===== config.mk =====
export PLATFORM = sky130hd
export DESIGN_NAME = fixed_point_amount_to_decimal_text_core
export DESIGN_NICKNAME = d
export VERILOG_FILES = /design/src/rtl/fpt_pkg.sv /design/src/rtl/fpt_dabble.sv /design/src/rtl/fpt_emit.sv /design/src/rtl/fixed_point_amount_to_decimal_text_core.sv
export SDC_FILE = /design/constraint.sdc
export NUM_CORES = 1
export LEC_CHECK = 0
export BUFFER_PORTS_ARGS = -buffer_cell sky130_fd_sc_hd__buf_4
export CORE_ASPECT_RATIO = 1.75
export CORE_UTILIZATION = 50
export DETAILED_ROUTE_END_ITERATION = 7
export PLACE_DENSITY = 0.71
export RECOVER_POWER = 100
export SYNTH_ARGS = -nofsm -noshare
export SYNTH_HDL_FRONTEND = slang
export SYNTH_SLANG_ARGS = --single-unit

===== constraint.sdc =====
create_clock -name clk_i -period 3.05 [get_ports clk_i]
set_input_delay 0.305 -clock clk_i [delete_from_list [all_inputs] [get_ports clk_i]]
set_output_delay 0.305 -clock clk_i [all_outputs]
set_load 0.01 [all_outputs]

===== src/rtl/fpt_pkg.sv =====
// Shared constants and types for the fixed-point amount to decimal text core.
// Used by fpt_dabble, fpt_emit and the top level; depends on nothing.
`default_nettype none
package fpt_pkg;
  localparam int AmountBits  = 64;
  localparam int NumDigits   = 20;
  localparam int BcdBits     = NumDigits * 4;
  localparam int CntW        = $clog2(AmountBits + 1);
  localparam int PosW        = $clog2(NumDigits);
  localparam logic [7:0] MaxDecimals = 8'd19;
  localparam logic [PosW-1:0] TopPos = PosW'(NumDigits - 1);
  localparam logic [7:0] CharZero    = 8'h30;
  localparam logic [7:0] CharDot     = 8'h2E;
  localparam logic [7:0] CharNone    = 8'h00;

  typedef struct packed {
    logic               done;
    logic [BcdBits-1:0] bcd;
  } conv_result_t;
endpackage
`default_nettype wire


===== src/rtl/fpt_dabble.sv =====
// Bit-serial binary to BCD converter (shift and add-3), one amount bit per cycle.
// Depends on fpt_pkg.
`default_nettype none
module fpt_dabble (
  input  wire logic                             clk_i,
  input  wire logic                             rst_ni,
  input  wire logic                             start_i,
  input  wire logic [fpt_pkg::AmountBits-1:0]   amount_i,
  output fpt_pkg::conv_result_t                 result_o
);
  logic [fpt_pkg::AmountBits-1:0] bin_q, bin_d;
  logic [fpt_pkg::BcdBits-1:0]    bcd_q, bcd_d, adj;
  logic [fpt_pkg::CntW-1:0]       cnt_q, cnt_d;
  logic                           done_q, done_d;

  always_comb begin
    for (int k = 0; k < fpt_pkg::NumDigits; k++) begin
      if (bcd_q[k*4 +: 4] >= 4'd5) begin
        adj[k*4 +: 4] = bcd_q[k*4 +: 4] + 4'd3;
      end else begin
        adj[k*4 +: 4] = bcd_q[k*4 +: 4];
      end
    end
  end

  always_comb begin
    bin_d  = bin_q;
    bcd_d  = bcd_q;
    cnt_d  = cnt_q;
    done_d = 1'b0;
    if (start_i) begin
      bin_d = amount_i;
      bcd_d = '0;
      cnt_d = fpt_pkg::CntW'(fpt_pkg::AmountBits);
    end else if (cnt_q != '0) begin
      bcd_d  = {adj[fpt_pkg::BcdBits-2:0], bin_q[fpt_pkg::AmountBits-1]};
      bin_d  = bin_q << 1;
      cnt_d  = cnt_q - 1'b1;
      done_d = (cnt_q == fpt_pkg::CntW'(1));
    end
  end

  always_ff @(posedge clk_i or negedge rst_ni) begin
    if (!rst_ni) begin
      cnt_q  <= '0;
      done_q <= 1'b0;
    end else begin
      cnt_q  <= cnt_d;
      done_q <= done_d;
    end
  end

  always_ff @(posedge clk_i) begin
    bin_q <= bin_d;
    bcd_q <= bcd_d;
  end

  assign result_o.done = done_q;
  assign result_o.bcd  = bcd_q;
endmodule
`default_nettype wire


===== src/rtl/fpt_emit.sv =====
// Character sequencer: walks the BCD digits from the top, one digit per cycle apart from the '.' step,
// skipping leading zeros and trimming trailing fraction zeros. Depends on fpt_pkg.
`default_nettype none
module fpt_emit (
  input  wire logic                  clk_i,
  input  wire logic                  rst_ni,
  input  wire logic                  start_i,
  input  wire logic [7:0]            decimals_i,
  input  wire fpt_pkg::conv_result_t conv_i,
  output logic                       busy_o,
  output logic                       strobe_o,
  output logic [7:0]                 char_code_o,
  output logic                       error_o,
  output logic                       last_o
);
  typedef enum logic [2:0] {S_IDLE, S_WAIT, S_INT, S_DOT, S_FRAC} state_e;

  state_e                      state_q;
  logic [fpt_pkg::BcdBits-1:0] sr_q;
  logic [fpt_pkg::PosW-1:0]    pos_q, dec_q;
  logic                        lead_q;
  logic                        strobe_q, error_q, last_q;
  logic [7:0]                  char_q;
  logic [3:0]                  top;
  logic                        rest_zero;
  logic [7:0]                  digit_char;

  assign top        = sr_q[fpt_pkg::BcdBits-1 -: 4];
  assign rest_zero  = (sr_q[fpt_pkg::BcdBits-5:0] == '0);
  assign digit_char = fpt_pkg::CharZero + {4'b0, top};

  always_ff @(posedge clk_i or negedge rst_ni) begin
    if (!rst_ni) begin
      state_q  <= S_IDLE;
      sr_q     <= '0;
      pos_q    <= '0;
      dec_q    <= '0;
      lead_q   <= 1'b0;
      strobe_q <= 1'b0;
      error_q  <= 1'b0;
      last_q   <= 1'b0;
      char_q   <= '0;
    end else begin
      strobe_q <= 1'b0;
      unique case (state_q)
        S_IDLE: begin
          if (start_i) begin
            if (decimals_i > fpt_pkg::MaxDecimals) begin
              strobe_q <= 1'b1;
              error_q  <= 1'b1;
              last_q   <= 1'b1;
              char_q   <= fpt_pkg::CharNone;
            end else begin
              state_q <= S_WAIT;
              dec_q   <= decimals_i[fpt_pkg::PosW-1:0];
              pos_q   <= fpt_pkg::TopPos;
              lead_q  <= 1'b1;
            end
          end
        end
        S_WAIT: begin
          if (conv_i.done) begin
            sr_q    <= conv_i.bcd;
            state_q <= S_INT;
          end
        end
        S_INT: begin
          sr_q <= sr_q << 4;
          if (lead_q && (pos_q > dec_q) && (top == 4'd0)) begin
            pos_q <= pos_q - 1'b1;
          end else begin
            lead_q   <= 1'b0;
            strobe_q <= 1'b1;
            error_q  <= 1'b0;
            char_q   <= digit_char;
            if (pos_q == dec_q) begin
              last_q  <= rest_zero;
              state_q <= rest_zero ? S_IDLE : S_DOT;
            end else begin
              last_q <= 1'b0;
              pos_q  <= pos_q - 1'b1;
            end
          end
        end
        S_DOT: begin
          strobe_q <= 1'b1;
          error_q  <= 1'b0;
          last_q   <= 1'b0;
          char_q   <= fpt_pkg::CharDot;
          state_q  <= S_FRAC;
        end
        S_FRAC: begin
          sr_q     <= sr_q << 4;
          strobe_q <= 1'b1;
          error_q  <= 1'b0;
          last_q   <= rest_zero;
          char_q   <= digit_char;
          if (rest_zero) begin
            state_q <= S_IDLE;
          end
        end
        default: state_q <= S_IDLE;
      endcase
    end
  end

  assign busy_o      = (state_q != S_IDLE);
  assign strobe_o    = strobe_q;
  assign char_code_o = char_q;
  assign error_o     = error_q;
  assign last_o      = last_q;
endmodule
`default_nettype wire


===== src/rtl/fixed_point_amount_to_decimal_text_core.sv =====
// Top level: fixed-point amount to ASCII decimal text, one character per word.
// Depends on fpt_pkg, fpt_dabble and fpt_emit.
//
//   channel  | handshake             | words
//   ---------+-----------------------+-------------------------------------
//   command  | start / busy          | amount_i, decimals_i
//   result   | strobe_o (no stall)   | char_code_o, error_o, last_o
//
// An amount first passes through the bit-serial converter; the sequencer then takes
// each integral digit or skipped leading zero from digit 19 down, then '.' and
// the kept fraction digits, if any.
// A count above 19 gives its single error word on the cycle after start, busy low.
// busy is registered: it rises after acceptance and falls as the last word reaches the result ports; no stalls.
// Reset is asynchronous, active low, and returns the core to idle.
`default_nettype none
module fixed_point_amount_to_decimal_text_core (
  input  wire logic                           clk_i,
  input  wire logic                           rst_ni,
  input  wire logic                           start,
  output logic                                busy,
  input  wire logic [fpt_pkg::AmountBits-1:0] amount_i,
  input  wire logic [7:0]                     decimals_i,
  output logic                                strobe_o,
  output logic [7:0]                          char_code_o,
  output logic                                error_o,
  output logic                                last_o
);
  fpt_pkg::conv_result_t conv;
  logic                  accept;
  logic                  conv_start;

  assign accept     = start && !busy;
  assign conv_start = accept && (decimals_i <= fpt_pkg::MaxDecimals);

  fpt_dabble u_dabble (
    .clk_i    (clk_i),
    .rst_ni   (rst_ni),
    .start_i  (conv_start),
    .amount_i (amount_i),
    .result_o (conv)
  );

  fpt_emit u_emit (
    .clk_i       (clk_i),
    .rst_ni      (rst_ni),
    .start_i     (accept),
    .decimals_i  (decimals_i),
    .conv_i      (conv),
    .busy_o      (busy),
    .strobe_o    (strobe_o),
    .char_code_o (char_code_o),
    .error_o     (error_o),
    .last_o      (last_o)
  );
endmodule
`default_nettype wire


==> flow_summary.json, run 1 <==
{
  "ys_ff_latch": 255,
  "grt_overflow": 0,
  "grt_max_degree": 107,
  "fp.dieArea_mm2": 0.0257,
  "cp_max_fo": 6,
  "place.gp.congestion": 0.841,
  "cp_slowest_cell": "nor3b_1",
  "yosysTopAreaCell": "dfrtp_1",
  "placed_area_mm2": 0.0135,
  "hold_depth": 3,
  "antenna_found_initial": 0,
  "end_kind": "flop",
  "area_growth_pct": 13.5,
  "crit_start": "u_emit.pos_q[2]",
  "hold_viol": 0,
  "cts_buffers": 24,
  "vias": 9480,
  "worstRegToRegCells": 6,
  "cellLeakagePower_uw": 0.00666,
  "ys_top_cells_by_count": "nand2_1 (370), o21ai_0 (125), dfrtp_1 (111), mux2i_1 (97), a21oi_1 (92)",
  "rows": 76,
  "tns_ns": 0,
  "post-route-util_pct": 57.6,
  "async_reset_ff_share_pct": 43.5,
  "grt_pass1_wl_mm": 45.2,
  "ys_seq_area_share_pct": 50.4,
  "synth_cell_types": 48,
  "hold_start": "decimals_i[4]",
  "wl_mm": 27.0,
  "hold_buffers": 1,
  "status": "finished clean",
  "wl_per_cell_um": 15.5,
  "crit_type": "flop to flop",
  "critPathArrivalTime_ns": 2.95,
  "die_w_um": 122,
  "drt_first_pass_iters": 5,
  "final_nets": 1539,
  "cp.required_ns": 3.46,
  "ioPinCount": 87,
  "die_h_um": 211,
  "crit_chain": "ha_1, and4_1, a211oi_2, a21boi_0, nor3b_1, mux2_4",
  "routed_via_density": 5.43,
  "synth_edf_count": 64,
  "max_stage_delay_ns": 0.67,
  "r2r_start": "u_emit.pos_q[2]",
  "drtAntennaViolNets": 0,
  "grt_pass1_vias": 9495,
  "synthTopCellsByArea": "dfrtp_1 (22%), edfxtp_1 (15%), dfxtp_1 (13%), nand2_1 (11%), mux2i_1 (7.8%)",
  "finalCriticalPeriod_ns": 2.54,
  "grt_use_total_pct": 21.9,
  "numClockSinks": 255,
  "synth_top_area_share_pct": 22.2,
  "clk_path_buf_depth": 3,
  "cts_tree": "built",
  "post-route-period-util_pct": 83.2,
  "drive_gt1_share_pct": 9.62,
  "rsz0062_at_grt": "false",
  "min_path_type": "input pin to flop",
  "n_antenna_cell": 0,
  "relSlewSlack_pct": 33.6,
  "r2r_setup_slack_ns": 0.51,
  "fin_cells": 1746,
  "vdd_drop_max_v": 0.000497,
  "crit_path_start_kind": "flop",
  "syn_area_mm2": 0.0125,
  "final_design_area_no_fill_mm2": 0.0142,
  "coreArea_mm2": 0.0246,
  "drv_slew": 0,
  "tightest_slew_ns": 0.990,
  "cts.clk_slew.worst_paths_ns": 0.06,
  "cts_max_level": 1,
  "hpwl_mm": 18.8,
  "cap_violations": 0,
  "ys_warn_count": 0,
  "clkLatencyLatePin_ns": 0.52,
  "timing.fmax_mhz": 394,
  "post_synth.cell_area_avg_um2": 9.18,
  "place_inst": 1701,
  "start_util_pct": 50.8,
  "cts_setup_buffers": 0,
  "synth_ff_type": "dfrtp_1",
  "drc_errors": 0,
  "drtIter0Drc": 453,
  "syn_inst": 1362,
  "ctsRootBufferMaster": "clkbuf_16",
  "finClkSkew_ns": 0.0103,
  "cts.repair.resized": 0,
  "setup_viol": 0,
  "synth.most_common_cell": "nand2_1",
  "power.density_mw_per_mm2": 1130,
  "io_buffer_count": 84
}
report_power, final:
group | internal [uW] | total [uW] | leakage [uW] | switching [uW]
Sequential | 5190 | 6530 | 0.00281 | 1340
Clock | 1670 | 2960 | 0.000376 | 1290
Combinational | 3100 | 6610 | 0.00347 | 3500
Total | 9960 | 16100 | 0.00666 | 6130
cell type report:
cell class	count	area (um2)
clock buffer	32	686
clock inverter	12	87.6
fill	2151	10400
inverter	57	214
multi-input combinational	977	5660
sequential	255	6300
tap	312	390
timing repair buffer	101	852
worst max-delay path, delay by kind of cell (launching register included):
| kind | cells | cell delay (ns) |
|---|---|---|
| AOI/OAI and AO/OA | 2 | 0.39 |
| adders and majority gates | 1 | 0.32 |
| DFF | 1 | 0.41 |
| and+or+nand+nor | 2 | 0.95 |
| muxes | 1 | 0.35 |
state kept, by name, indices dropped and copies added, names as in the netlist:
register,flops
u_emit.last_o,1
u_dabble.bcd_q,80
u_emit.pos_q,5
u_emit.error_o,1
u_emit.lead_q,1
u_emit.strobe_o,1
u_dabble.done_q,1
u_emit.dec_q,5
u_emit.sr_q,80
u_dabble.bin_q,64
u_emit.state_q,3
u_dabble.cnt_q,7
u_emit.char_code_o,6
placed cells by master (no fill, tap or decap), drive strengths merged, types with 2 or more instances in the layout:
cell type / count
nand3: 27
nor3: 8
dfxtp: 80
a22o: 2
and3: 2
nor3b: 20
mux2i: 97
or4: 2
inv: 58
clkinvlp: 2
conb: 2
buf: 90
a21o: 2
a211oi: 41
clkbuf: 42
nor2b: 3
dfrtp: 111
a21oi: 92
a211o: 2
o31ai: 2
and4: 2
xor2: 4
mux2: 2
a221o: 4
nand2: 370
o21ai: 125
clkinv: 8
nor2: 42
nor4: 20
o21a: 2
nand4: 4
nand2b: 24
xnor2: 21
edfxtp: 64
ha: 48
through the flow:
step                setup WS (ns)  total power (uW)  hold slack [ns]
floorplan                   0.545             11500          0.00941
global placement            0.831             13000            0.331
detailed placement          0.760             13300            0.334
CTS                         0.741             16300          0.00117
global route                0.324             17400           0.0180
finish                      0.511             16100           0.0223
final timing paths:
| check | to |
|---|---|
| max | u_emit.char_code_o[4] |
| min | u_emit.dec_q[4] |
| max reg2reg | u_emit.char_code_o[4] |
| min reg2reg | u_dabble.bcd_q[1] |
| max in group asynchronous | u_emit.sr_q[63] |
| min in group asynchronous | u_emit.dec_q[4] |
layer usage:
layer	part of all wire [%]	GRT usage, %
met5	0	0
met4	2.5	7.66
met3	2.8	2.48
met2	55	42.1
met1	39	24.1
logic make-up (layout without fill, tap and decap cells):
group	Yosys count	after routing	synth area share, %
AND/OR/NAND/NOR	527	527	18.2
AO/OA/AOI/OAI	276	276	12.5
buffers and inverters	131	202	4.38
flip-flops	255	255	50.4
adder cells (fa/ha/maj)	48	48	4.80
other	1	2	0.0300
XOR/XNOR	25	25	1.75
multiplexers	99	99	7.97
Power figures use the tool's default switching activity.
==> run 2, diff against run 1 <==
--- a/config.mk
+++ b/config.mk
@@ -9,7 +9,7 @@
 export CORE_ASPECT_RATIO = 1.75
 export CORE_UTILIZATION = 50
 export DETAILED_ROUTE_END_ITERATION = 7
-export PLACE_DENSITY = 0.71
+export PLACE_DENSITY = 0.68
 export RECOVER_POWER = 100
 export SYNTH_ARGS = -nofsm -noshare
 export SYNTH_HDL_FRONTEND = slang
==> constraint.sdc (replaced) <==
create_clock -name clk_i -period 2.5 [get_ports clk_i]
set_input_delay 0.25 -clock clk_i [delete_from_list [all_inputs] [get_ports clk_i]]
set_output_delay 0.25 -clock clk_i [all_outputs]
set_load 0.01 [all_outputs]
==> flow_summary.json, run 2 (synthesized netlist as in run 1, its figures left out) <==
{
  "status": "complete, but fails checks",
  "violations": "capacitance limit, slew limit",
  "rsz0062_at_grt": "false",
  "fin_cells": 1831,
  "vias": 9862,
  "final_common_cell": "nand2_1",
  "wl_per_cell_um": 15.4,
  "antenna_found_initial": 0,
  "drtAntennaViolNets": 0,
  "power.internal_uw": 12300,
  "end_kind": "flop",
  "crit_type": "input pin to flop",
  "cts_max_level": 1,
  "grt_use_total_pct": 23.0,
  "relSlewSlack_pct": -37.1,
  "drv_slew": 36,
  "io_buffer_count": 84,
  "power.switching_fraction_pct": 38.0,
  "post-route-period-util_pct": 90.2,
  "final_design_area_no_fill_mm2": 0.0150,
  "r2r_start": "u_emit.state_q[2]",
  "clkLatencyLatePin_ns": 0.54,
  "critPathArrivalTime_ns": 2.43,
  "finClkSkew_ns": 0.0102,
  "hold_viol": 0,
  "cts.repair.resized": 0,
  "power_uw": 19900,
  "p_sw_uw": 7560,
  "cts_buffers": 25,
  "hpwl_mm": 18.3,
  "cts.clk_slew.worst_paths_ns": 0.06,
  "vdd_drop_max_v": 0.000761,
  "wl_mm": 28.1,
  "start_util_pct": 50.8,
  "hold_start": "decimals_i[1]",
  "placed_area_mm2": 0.0136,
  "place.gp.congestion": 0.790,
  "clkPwrFrac_pct": 18.6,
  "largestRegisters": "u_dabble.bcd_q x80, u_emit.sr_q x80, u_dabble.bin_q x64",
  "hold_ws_ns": 0.0514,
  "rows": 76,
  "crit_path_start_kind": "input pin",
  "max_stage_delay_ns": 0.55,
  "final_cell_mix": "nand2_1 (370), o21ai_0 (125), dfrtp_1 (111)",
  "worstRegToRegCells": 6,
  "cap_violations": 1,
  "grt_pass1_vias": 10100,
  "tns_ns": 0,
  "numClockSinks": 255,
  "r2r_setup_slack_ns": 0.27,
  "nFillCells": 2102,
  "cp_slowest_cell": "dlygate4sd3_1",
  "cp.required_ns": 2.67,
  "hold_depth": 3,
  "grt_overflow": 0,
  "area_growth_pct": 20.0,
  "n_antenna_cell": 0,
  "r2r_end": "u_emit.sr_q[70]",
  "pwr-share-seq_pct": 39.8,
  "hold_end": "u_emit.dec_q[1]",
  "cts_setup_buffers": 0,
  "finalCriticalPeriod_ns": 2.26,
  "coreArea_mm2": 0.0246,
  "tightest_slew_ns": 2.06,
  "clk_path_buf_depth": 3,
  "place_inst": 1716,
  "drtIter0Drc": 481,
  "die_w_um": 122,
  "ctsRootBufferMaster": "clkbuf_16",
  "die_h_um": 211,
  "drive_gt1_share_pct": 10.3,
  "drc_errors": 0,
  "crit_chain": "dlygate4sd3_1, buf_4, o21ai_0, and2_1, nand3_1, nand2_1, clkbuf_4",
  "cellLeakagePower_uw": 0.00702,
  "cp_max_fo": 40,
  "timing.fmax_mhz": 443,
  "power.density_mw_per_mm2": 1330,
  "cts_tree": "built",
  "min_path_type": "input pin to flop",
  "routed_via_density": 5.39,
  "grt_max_degree": 100,
  "pwr-share-comb_pct": 41.6,
  "setup_viol": 0,
  "fp.dieArea_mm2": 0.0257,
  "drt_first_pass_iters": 5,
  "ioPinCount": 87,
  "grt_pass1_wl_mm": 47.4,
  "final_nets": 1623
}
## run 2: power by group through the flow
stage	Clock (uW)	Combinational, uW	Sequential [uW]
5_1_grt	3940	9490	8190
3_3_place_gp	0	8040	7940
2_1_floorplan	0	6550	7440
6_report	3700	8280	7930
3_5_place_dp	0	8320	8000
4_1_cts	3800	8450	7930
## run 2: final cells by class
| type | count | area (um2) | share of cell area (%) |
|---|---|---|---|
| sequential | 255 | 6300 | 42.0 |
| multi-input combinational | 977 | 5670 | 37.8 |
| timing repair buffer | 184 | 1640 | 10.9 |
| clock buffer | 33 | 666 | 4.43 |
| tap | 312 | 390 | 2.60 |
| inverter | 57 | 214 | 1.43 |
| clock inverter | 13 | 128 | 0.850 |
## run 2: worst max-delay path: cells and delay by family
kind	cells	cell delay, ns
simple gates	3	0.70
compound gates	1	0.22
buf+inv	3	1.22
## run 2: worst max-delay path by stage
stage                            startpoint                    end  cells after the start
after global routing          decimals_i[2]     u_dabble.bin_q[52]                      7
after CTS                   u_emit.pos_q[2]  u_emit.char_code_o[2]                      6
after floorplan           u_dabble.cnt_q[3]      u_dabble.bin_q[0]                      5
final                         decimals_i[3]     u_dabble.bin_q[57]                      7
after detailed placement    u_emit.pos_q[2]  u_emit.char_code_o[2]                      6
after global placement      u_emit.pos_q[2]  u_emit.char_code_o[3]                      6
## run 2: routing by layer
metal	wire length, um	global-route usage [%]
met5	0	0
met4	939	9.07
met3	870	2.86
met2	15100	43.0
met1	11200	25.9
## run 2: what timing repair did
item / CTS / global route
endpoints found under the hold margin: 101 / 0
endpoints found under the setup margin: 0 / 0
hold buffers: 69 / 0
## run 2: through the flow
stage	utilization (%)	setup WS [ns]
after CTS	61.4	0.275
after global placement	55.4	0.346
after floorplan	-	0.354
final	61.0	0.245
after detailed placement	55.4	0.297
after global routing	61.0	0.101
